### config.mk
export PLATFORM = sky130hd
export DESIGN_NAME = key_debounce_event_engine
export DESIGN_NICKNAME = d
export VERILOG_FILES = /design/src/hw/rtl/kdee_pkg.sv /design/src/hw/rtl/kdee_ram.sv /design/src/hw/rtl/key_debounce_event_engine.sv
export VERILOG_INCLUDE_DIRS = /design/src /design/src/hw/rtl
export SDC_FILE = /design/constraint.sdc
export NUM_CORES = 1
export LEC_CHECK = 0
export BUFFER_PORTS_ARGS = -buffer_cell sky130_fd_sc_hd__buf_2
export CORE_UTILIZATION = 30
export CTS_CLUSTER_SIZE = 14
export DETAILED_ROUTE_END_ITERATION = 7
export SKIP_CTS_REPAIR_TIMING = 1
export SYNTH_ARGS = -nofsm -noshare
export SYNTH_HDL_FRONTEND = slang
export SYNTH_HIERARCHICAL = 1
export SYNTH_SLANG_ARGS = --single-unit
### constraint.sdc
create_clock -name clock -period 9.5 [get_ports clock]
set_clock_uncertainty 0.05 [all_clocks]
set_input_delay 1.9 -clock clock [delete_from_list [all_inputs] [get_ports clock]]
set_output_delay 1.9 -clock clock [all_outputs]
set_load 0.01 [all_outputs]
### src/hw/rtl/assert_macros.svh
// ----------------------------------------------------------------------------
// Assertion macros
// Shared concurrent assertion forms, sampled on clock and disabled in reset.
// ----------------------------------------------------------------------------
`ifndef ASSERT_MACROS_SVH
`define ASSERT_MACROS_SVH

// Property that must hold in the same cycle as its trigger.
`define ASSERT_IMPLY(lbl, ante, cons, msg) \
   lbl: assert property (@(posedge clock) disable iff (reset) (ante) |-> (cons)) \
      else $error(msg);

// Property whose consequence must hold in the cycle after its trigger.
`define ASSERT_NEXT(lbl, ante, cons, msg) \
   lbl: assert property (@(posedge clock) disable iff (reset) (ante) |=> (cons)) \
      else $error(msg);

`endif

### src/hw/rtl/kdee_pkg.sv
// ----------------------------------------------------------------------------
// kdee_pkg
// Shared codes and constants of the key debounce and event engine.
// ----------------------------------------------------------------------------
`default_nettype none

package kdee_pkg;

   // Commands carried on the request tuser field.
   typedef enum logic [1:0] {
      CMD_TICK  = 2'd0,
      CMD_PAUSE = 2'd1,
      CMD_KILL  = 2'd2
   } cmd_type;

   // Event codes carried on the response tuser field.
   typedef enum logic [2:0] {
      EV_NONE   = 3'd0,
      EV_BREAK  = 3'd1,
      EV_FIRST  = 3'd2,
      EV_LONG   = 3'd3,
      EV_REPEAT = 3'd4
   } event_type;

   // Per-key phase machine, kept one-hot in the state memory.
   typedef enum logic [5:0] {
      PH_OFF    = 6'b000001,
      PH_START  = 6'b000010,
      PH_DELAY  = 6'b000100,
      PH_REPEAT = 6'b001000,
      PH_PAUSE  = 6'b010000,
      PH_KILLED = 6'b100000
   } phase_type;

   // Configuration register indexes.
   localparam logic [1:0] REG_LONG_PRESS   = 2'd0;
   localparam logic [1:0] REG_REPEAT_DELAY = 2'd1;
   localparam logic [1:0] REG_REPEAT_STEP  = 2'd2;
   localparam logic [1:0] REG_PAUSE        = 2'd3;

   // Configuration reset values.
   localparam logic [7:0] LONG_PRESS_RESET   = 8'd32;
   localparam logic [7:0] REPEAT_DELAY_RESET = 8'd40;
   localparam logic [7:0] REPEAT_STEP_RESET  = 8'd48;
   localparam logic [7:0] PAUSE_RESET        = 8'd64;

   // Repeat intervals in ticks.
   localparam logic [4:0] IV_START = 5'd16;
   localparam logic [4:0] IV_PAUSE = 5'd8;

endpackage

`default_nettype wire

### src/hw/rtl/kdee_ram.sv
// ----------------------------------------------------------------------------
// kdee_ram
// Simple dual-port RAM: one write port, one read port with registered data.
// ----------------------------------------------------------------------------
`default_nettype none

module kdee_ram #(
   parameter int WIDTH = 8,
   parameter int DEPTH = 16,
   localparam int ADDR_W = (DEPTH > 1) ? $clog2(DEPTH) : 1
) (
   input  logic                     clock,
   input  logic                     wr_en,
   input  logic [ADDR_W-1:0]        wr_addr,
   input  logic [WIDTH-1:0]         wr_data,
   input  logic                     rd_en,
   input  logic [ADDR_W-1:0]        rd_addr,
   output logic [WIDTH-1:0]         rd_data
);

   logic [WIDTH-1:0] mem_ff [DEPTH];
   logic [WIDTH-1:0] rd_data_ff;

   always_ff @(posedge clock) begin
      if (wr_en) begin
         mem_ff[wr_addr] <= wr_data;
      end
      if (rd_en) begin
         rd_data_ff <= mem_ff[rd_addr];
      end
   end

   assign rd_data = rd_data_ff;

endmodule

`default_nettype wire

### src/hw/rtl/key_debounce_event_engine.sv
// ----------------------------------------------------------------------------
// key_debounce_event_engine
// Per-key debounce, press, long-press and auto-repeat event generation.
// ----------------------------------------------------------------------------
// Usage: each request word addresses one key slot. Its tuser holds the
// command (tick with a raw sample, pause, kill) and its tdata holds the key
// index and the raw sample. Every request produces exactly one response word
// carrying the event code in tuser and the key index and debounced level in
// tdata. The csr port writes the four tick thresholds and should only be used
// while no request is in flight.
// A request goes through the compute stage and response registers before its
// response word turns valid. One word per cycle is sustained while the
// receiver keeps rsp_tready high: the state memory is read in the accept
// cycle and written back from the compute stage, and a write that overlaps
// the read of the same key is forwarded from a bypass register.
// After reset every key reads as released and off with an interval of
// sixteen; per-key valid bits stand in for the memory contents until a key is
// first written, so no clearing pass is needed. When the receiver stalls,
// the response register holds its word, the compute stage holds one more,
// and req_tready drops until the response is taken.
// ----------------------------------------------------------------------------
`default_nettype none

`include "assert_macros.svh"

module key_debounce_event_engine #(
   parameter int KEY_SLOTS    = 16,
   parameter int HISTORY_BITS = 4
) (
   input  logic       clock,
   input  logic       reset,
   // Request channel.
   input  logic       req_tvalid,
   output logic       req_tready,
   input  logic [7:0] req_tdata,   // [3:0] key_index, [4] pressed, [7:5] zero
   input  logic [1:0] req_tuser,   // [1:0] command
   // Response channel.
   output logic       rsp_tvalid,
   input  logic       rsp_tready,
   output logic [7:0] rsp_tdata,   // [3:0] event_key, [4] debounced_level, [7:5] zero
   output logic [2:0] rsp_tuser,   // [2:0] event_kind
   // Configuration write port.
   input  logic       csr_we,
   input  logic [1:0] csr_index,
   input  logic [7:0] csr_wdata
);

   localparam int ADDR_W = (KEY_SLOTS > 1) ? $clog2(KEY_SLOTS) : 1;

   // One state memory record per key.
   typedef struct packed {
      logic [HISTORY_BITS-1:0] hist;
      logic [7:0]              count;
      kdee_pkg::phase_type     phase;
      logic [4:0]              interval;
   } rec_type;

   localparam int REC_W = $bits(rec_type);

   localparam rec_type RESET_REC = '{
      hist:     '0,
      count:    8'd0,
      phase:    kdee_pkg::PH_OFF,
      interval: kdee_pkg::IV_START
   };

   // ------------------------------------------------------------------
   // Configuration registers.
   // ------------------------------------------------------------------
   logic [7:0] long_press_ff;
   logic [7:0] repeat_delay_ff;
   logic [7:0] repeat_step_ff;
   logic [7:0] pause_ff;

   always_ff @(posedge clock) begin
      if (reset) begin
         long_press_ff   <= kdee_pkg::LONG_PRESS_RESET;
         repeat_delay_ff <= kdee_pkg::REPEAT_DELAY_RESET;
         repeat_step_ff  <= kdee_pkg::REPEAT_STEP_RESET;
         pause_ff        <= kdee_pkg::PAUSE_RESET;
      end else if (csr_we) begin
         unique case (csr_index)
            kdee_pkg::REG_LONG_PRESS:   long_press_ff   <= csr_wdata;
            kdee_pkg::REG_REPEAT_DELAY: repeat_delay_ff <= csr_wdata;
            kdee_pkg::REG_REPEAT_STEP:  repeat_step_ff  <= csr_wdata;
            kdee_pkg::REG_PAUSE:        pause_ff        <= csr_wdata;
         endcase
      end
   end

   // ------------------------------------------------------------------
   // Accept stage: decode the request and issue the memory read.
   // ------------------------------------------------------------------
   logic [3:0]          req_key;
   logic [ADDR_W+3:0]   req_key_wide;
   logic [ADDR_W-1:0]   req_addr;
   logic                req_in_range;
   logic                req_fire;

   assign req_key      = req_tdata[3:0];
   assign req_key_wide = {{ADDR_W{1'b0}}, req_key};
   assign req_addr     = req_key_wide[ADDR_W-1:0];
   assign req_in_range = ({5'd0, req_key} < 9'(KEY_SLOTS));
   assign req_fire     = req_tvalid && req_tready;

   // Compute stage registers.
   logic                s1_valid_ff;
   logic [3:0]          s1_key_ff;
   logic [ADDR_W-1:0]   s1_addr_ff;
   logic                s1_in_range_ff;
   logic [1:0]          s1_cmd_ff;
   logic                s1_sample_ff;
   logic                s1_fwd_hit_ff;
   rec_type             fwd_rec_ff;
   logic [KEY_SLOTS-1:0] valid_ff;

   // Response register.
   logic                rsp_valid_ff;
   kdee_pkg::event_type rsp_kind_ff;
   logic [3:0]          rsp_key_ff;
   logic                rsp_level_ff;

   logic                s1_advance;
   logic                s1_fire;

   assign s1_advance = !rsp_valid_ff || rsp_tready;
   assign s1_fire    = s1_valid_ff && s1_advance;
   assign req_tready = !s1_valid_ff || s1_advance;

   // ------------------------------------------------------------------
   // State memory.
   // ------------------------------------------------------------------
   logic              ram_we;
   logic [REC_W-1:0]  ram_rd_data;
   rec_type           nxt_rec;

   kdee_ram #(
      .WIDTH (REC_W),
      .DEPTH (KEY_SLOTS)
   ) u_state_ram (
      .clock   (clock),
      .wr_en   (ram_we),
      .wr_addr (s1_addr_ff),
      .wr_data (nxt_rec),
      .rd_en   (req_fire),
      .rd_addr (req_addr),
      .rd_data (ram_rd_data)
   );

   // ------------------------------------------------------------------
   // Compute stage: pick the current record and run the key phase machine.
   // A read issued in the same cycle as a write to the same key returns
   // stale data, so that case takes the bypass register instead. Keys that
   // were never written read as the reset record through their valid bit.
   // ------------------------------------------------------------------
   rec_type             cur_rec;
   kdee_pkg::event_type ev;
   logic                level;

   always_comb begin
      logic [HISTORY_BITS-1:0] h;
      logic [7:0]              cnt;
      kdee_pkg::phase_type     ph;
      logic [4:0]              iv;

      if (s1_fwd_hit_ff) begin
         cur_rec = fwd_rec_ff;
      end else if (valid_ff[s1_addr_ff]) begin
         cur_rec = rec_type'(ram_rd_data);
      end else begin
         cur_rec = RESET_REC;
      end

      nxt_rec = cur_rec;
      ev      = kdee_pkg::EV_NONE;
      h       = HISTORY_BITS'({cur_rec.hist, s1_sample_ff});
      cnt     = cur_rec.count + 8'd1;
      ph      = cur_rec.phase;
      iv      = cur_rec.interval;

      unique case (kdee_pkg::cmd_type'(s1_cmd_ff))
         kdee_pkg::CMD_TICK: begin
            // A fully released history ends any active phase.
            if (ph != kdee_pkg::PH_OFF && h == '0) begin
               if (ph != kdee_pkg::PH_KILLED) begin
                  ev = kdee_pkg::EV_BREAK;
               end
               cnt = 8'd0;
               ph  = kdee_pkg::PH_OFF;
            end
            unique case (ph)
               kdee_pkg::PH_OFF: begin
                  if (h == '1) begin
                     ph  = kdee_pkg::PH_START;
                     cnt = 8'd0;
                  end
               end
               kdee_pkg::PH_START: begin
                  ev  = kdee_pkg::EV_FIRST;
                  ph  = kdee_pkg::PH_DELAY;
                  cnt = 8'd0;
               end
               kdee_pkg::PH_DELAY: begin
                  if (cnt == long_press_ff) begin
                     ev = kdee_pkg::EV_LONG;
                  end
                  if (cnt == repeat_delay_ff) begin
                     ph  = kdee_pkg::PH_REPEAT;
                     iv  = kdee_pkg::IV_START;
                     cnt = 8'd0;
                  end
               end
               kdee_pkg::PH_REPEAT: begin
                  if (iv == 5'd0) begin
                     iv = 5'd1;
                  end
                  // Halve the interval once each step period has passed.
                  if (iv > 5'd1 && cnt >= repeat_step_ff) begin
                     iv  = iv >> 1;
                     cnt = 8'd0;
                  end
                  if ((cnt & {3'd0, iv - 5'd1}) == 8'd0) begin
                     ev = kdee_pkg::EV_REPEAT;
                  end
               end
               kdee_pkg::PH_PAUSE: begin
                  if (cnt >= pause_ff) begin
                     ph  = kdee_pkg::PH_REPEAT;
                     iv  = kdee_pkg::IV_PAUSE;
                     cnt = 8'd0;
                  end
               end
               default: begin
                  // A killed key only tracks its history and count.
               end
            endcase
            nxt_rec.hist     = h;
            nxt_rec.count    = cnt;
            nxt_rec.phase    = ph;
            nxt_rec.interval = iv;
         end
         kdee_pkg::CMD_PAUSE: begin
            nxt_rec.phase = kdee_pkg::PH_PAUSE;
            nxt_rec.count = 8'd0;
         end
         kdee_pkg::CMD_KILL: begin
            nxt_rec.phase = kdee_pkg::PH_KILLED;
         end
         default: begin
            // The unused command code leaves the key untouched.
         end
      endcase

      if (!s1_in_range_ff) begin
         ev = kdee_pkg::EV_NONE;
      end
      level = s1_in_range_ff && (nxt_rec.hist == '1);
   end

   assign ram_we = s1_fire && s1_in_range_ff;

   // ------------------------------------------------------------------
   // Pipeline, bypass and valid-bit registers.
   // ------------------------------------------------------------------
   always_ff @(posedge clock) begin
      if (reset) begin
         s1_valid_ff   <= 1'b0;
         s1_fwd_hit_ff <= 1'b0;
         valid_ff      <= '0;
      end else begin
         if (req_fire) begin
            s1_valid_ff   <= 1'b1;
            s1_fwd_hit_ff <= ram_we && (s1_addr_ff == req_addr);
         end else if (s1_fire) begin
            s1_valid_ff <= 1'b0;
         end
         if (ram_we) begin
            valid_ff[s1_addr_ff] <= 1'b1;
         end
      end
   end

   always_ff @(posedge clock) begin
      if (req_fire) begin
         s1_key_ff      <= req_key;
         s1_addr_ff     <= req_addr;
         s1_in_range_ff <= req_in_range;
         s1_cmd_ff      <= req_tuser;
         s1_sample_ff   <= req_tdata[4];
      end
      if (ram_we) begin
         fwd_rec_ff <= nxt_rec;
      end
   end

   // Response register: loads from the compute stage, drains on tready.
   always_ff @(posedge clock) begin
      if (reset) begin
         rsp_valid_ff <= 1'b0;
      end else if (s1_fire) begin
         rsp_valid_ff <= 1'b1;
      end else if (rsp_tready) begin
         rsp_valid_ff <= 1'b0;
      end
   end

   always_ff @(posedge clock) begin
      if (s1_fire) begin
         rsp_kind_ff  <= ev;
         rsp_key_ff   <= s1_key_ff;
         rsp_level_ff <= level;
      end
   end

   assign rsp_tvalid = rsp_valid_ff;
   assign rsp_tdata  = {3'b000, rsp_level_ff, rsp_key_ff};
   assign rsp_tuser  = rsp_kind_ff;

   // ------------------------------------------------------------------
   // Assertions.
   // ------------------------------------------------------------------
   `ASSERT_IMPLY(a_stall_blocks_req, rsp_valid_ff && !rsp_tready && s1_valid_ff,
                 !req_tready, "request taken while both stages are full")
   `ASSERT_IMPLY(a_break_is_released, rsp_valid_ff && rsp_kind_ff == kdee_pkg::EV_BREAK,
                 !rsp_level_ff, "break event with a pressed level")
   `ASSERT_IMPLY(a_bypass_entry_valid, s1_valid_ff && s1_fwd_hit_ff,
                 valid_ff[s1_addr_ff], "bypass used for a key that was never written")
   `ASSERT_NEXT(a_write_sets_valid, ram_we, valid_ff[$past(s1_addr_ff)],
                "state write did not mark the key valid")

endmodule

`default_nettype wire
==> results.json <==
{
  "status": "finished, final reports clean",
  "worst_pin_slew_ps": 1210,
  "tritoncts": "built",
  "track_usage_pct": 13.7,
  "synth_cells": 1270,
  "worstHoldStart": "pause_ff[4]",
  "startpoint_type": "register",
  "synth_compound_area_share_pct": 7.71,
  "synth_top_family_by_area": "multiplexers",
  "powerDensity_nw_per_um2": 201,
  "placementRows": 94,
  "grt_overflow": 0,
  "ir_drop_v": 0.000118,
  "antenna_left": 0,
  "whs_ps": 411,
  "cts_made_buffers": 50,
  "yosysUniqueCellTypes": 88,
  "yosys.area.top_type_share_pct": 63.6,
  "cts_max_path_buffers": 3,
  "core_area_um2": 66200,
  "min_to": "pause_ff[4]",
  "rsz0062_at_grt": "no",
  "power.total_mw": 4.65,
  "gp_congestion": 0.837,
  "dieArea_um2": 68500,
  "cap_viol_max_count": 0,
  "clock_tree.root_cell": "clkbuf_16",
  "dpl.hpwl_mm": 27.8,
  "cp.required_ps": 9660,
  "highest_layer": "met4",
  "viasPerCell": 5.17,
  "synth_warnings": 6,
  "synth_area_leaders": "edfxtp_1 (64%), mux4_2 (10%), dfxtp_1 (5.0%)",
  "synth_edf_count": 429,
  "initial_utilization_pct": 30.6,
  "synth_xor_area_share_pct": 0.649,
  "die_h_um": 262,
  "slew_headroom_pct": 19.3,
  "grt_pass1_vias": 11500,
  "drc": 0,
  "drive_above_1_share_pct": 20.6,
  "synthArstFlopShare_pct": 0,
  "htree_levels": 2,
  "r2r_cells": 19,
  "wl_mm": 46.5,
  "holdPathStages": 2,
  "final_nets": 1363,
  "clk_pin_slew_ps": 60,
  "dp.cells": 2131,
  "finalSetupViolCount": 0,
  "synth.mux.area_fraction_pct": 11.7,
  "synth-seq-cells": 480,
  "dr.pass1.iters": 7,
  "crit_arrival_ps": 7170,
  "finalNonFillerCells": 2222,
  "yosysSeqAreaShare_pct": 68.7,
  "drt-initial-drc-count": 1060,
  "end_kind": "register",
  "critical_path_class": "register to register",
  "netlist_area_um2": 20200,
  "antennaDiodeCount": 0,
  "die_w_um": 262,
  "wl_per_cell_um": 20.9,
  "synthSimpleGateAreaFrac_pct": 7.72,
  "leakage_nw": 7.55,
  "clkSinkCount": 480,
  "hold_viol": 0,
  "synth_adder_area_share_pct": 1.11,
  "r2r_setup_slack_ps": 2500,
  "wl_met2_mm": 23.2,
  "io_buffers": 31,
  "syn_area_per_cell_um2": 15.9,
  "wl_met3_mm": 2.70,
  "synthFlopType": "edfxtp_1",
  "grt_max_degree": 59,
  "synth_area_leader_cell": "edfxtp_1",
  "min_path_type": "register to register",
  "grt_first_pass_wirelength_mm": 70.3,
  "area_delta_synth_final_pct": 14.1,
  "fin_crit_ps": 7000,
  "post-route-period-util_pct": 73.7,
  "io_pins": 38,
  "max_freq_mhz": 143,
  "r2r_end": "u_state_ram/mem_ff[7][17]",
  "timing.rr.start": "s1_addr_ff[3]",
  "crit_fanout": 21,
  "clk-insertion-delay-late_ps": 590,
  "final_max_slew_viol_count": 0,
  "fillers": 6191,
  "drt-met1-wl_mm": 19.4,
  "tns_ps": 0,
  "antenna_found_initial": 0,
  "vias": 11500
}
sequential cells by signal (all words and copies together), names as in the netlist, 8 cells and up:
name / cells
u_state_ram/mem_ff: 368
fwd_rec_ff: 23
u_state_ram/rd_data: 23
valid_ff: 16
long_press_ff: 8
pause_ff: 8
repeat_delay_ff: 8
repeat_step_ff: 8
per-layer routing:
layer / GRT usage [%] / vias to the layer above
met3: 2.19 / 76
met4: 4.88 / 0
met5: 0 / -
li1: - / 5119
met2: 23.4 / 360
met1: 17.5 / 5927
worst max-delay path, stage by stage (launching register included):
cell       delay (ps)
edfxtp_1          910
mux2i_1           210
a22oi_2           370
a21oi_2            80
buf_4             230
nor2_2            400
nand2_1            90
o21ai_0           240
ha_1              350
o21ai_0           140
a311o_1           370
and2_1            290
ha_1              320
a21o_1            160
a21o_1            170
a21o_1            180
a2111oi_0         580
o21a_1            380
a211oi_4          120
o22ai_1           950
kinds of logic (layout without fill, tap and decap cells):
group,after synthesis,count (layout)
flops,480,480
simple gates,326,326
compound gates,210,210
mux,121,121
buf+inv,99,185
fa+ha+maj,18,18
xor+xnor,15,15
other cells,1,3
cell usage in the layout (no fill, tap or decap), drive strengths merged, types with 6 or more instances in the layout:
cell type / synthesis / final
clkbuf: 28 / 56
edfxtp: 429 / 429
ha: 18 / 18
nor4: 11 / 11
and2: 7 / 7
nor2b: 15 / 15
dfxtp: 51 / 51
nand2: 117 / 117
a21o: 8 / 8
a22oi: 51 / 51
nand3: 21 / 21
o22ai: 7 / 7
nand2b: 6 / 6
clkinv: 0 / 23
nor3: 14 / 14
a211oi: 9 / 9
inv: 34 / 37
xnor2: 10 / 10
nand4: 13 / 13
buf: 37 / 61
a21oi: 38 / 38
o31ai: 12 / 12
o21ai: 21 / 21
mux4: 92 / 92
mux2i: 26 / 26
nor2: 86 / 86
a31oi: 17 / 17
how the worst max path moves through the flow:
stage | startpoint | endpoint | depth (start not counted)
finish | s1_addr_ff[3] | u_state_ram/mem_ff[7][17] | 19
global route | s1_addr_ff[3] | u_state_ram/mem_ff[7][17] | 20
CTS | s1_addr_ff[3] | u_state_ram/mem_ff[11][13] | 19
detailed placement | s1_addr_ff[3] | u_state_ram/mem_ff[4][13] | 19
global placement | s1_addr_ff[3] | u_state_ram/mem_ff[12][15] | 19
floorplan | rsp_tready | u_state_ram/mem_ff[0][0] | 4
area by class of cell:
type	instances	area [um2]	area share (%)
multi-input combinational	693	6000	26.0
clock buffer	56	1270	5.51
timing repair buffer	61	389	1.68
tap	864	1080	4.68
inverter	34	128	0.552
clock inverter	34	329	1.42
sequential	480	13900	60.2
cells in the mapped netlist, drive strengths merged (6+ instances only):
library cell and instances:
edfxtp 429, o21ai 21, o22ai 7, a31oi 17, mux2i 26, ha 18
nand4 13, a21o 8, nor2 86, nand2 117, xnor2 10, mux4 92
nor4 11, nor2b 15, o31ai 12, a211oi 9, inv 34, dfxtp 51
buf 37, a21oi 38, a22oi 51, nand3 21, and2 7, nand2b 6
clkbuf 28, nor3 14
per-stage QoR:
step / area, um2 / worst slack, ps / utilization (%)
2_1_floorplan: 20300 / 3220 / -
3_3_place_gp: 21500 / 2690 / 32.5
3_5_place_dp: 21500 / 2440 / 32.5
4_1_cts: 23100 / 2400 / 34.9
5_1_grt: 23100 / 1970 / 34.9
6_report: 23100 / 2500 / 34.9
report_power, final:
part	switching (mW)	internal [mW]
clock network	0.808	1.11
logic	0.225	0.125
registers	0.0256	2.36
No activity file was read; power rests on OpenSTA's default activity.
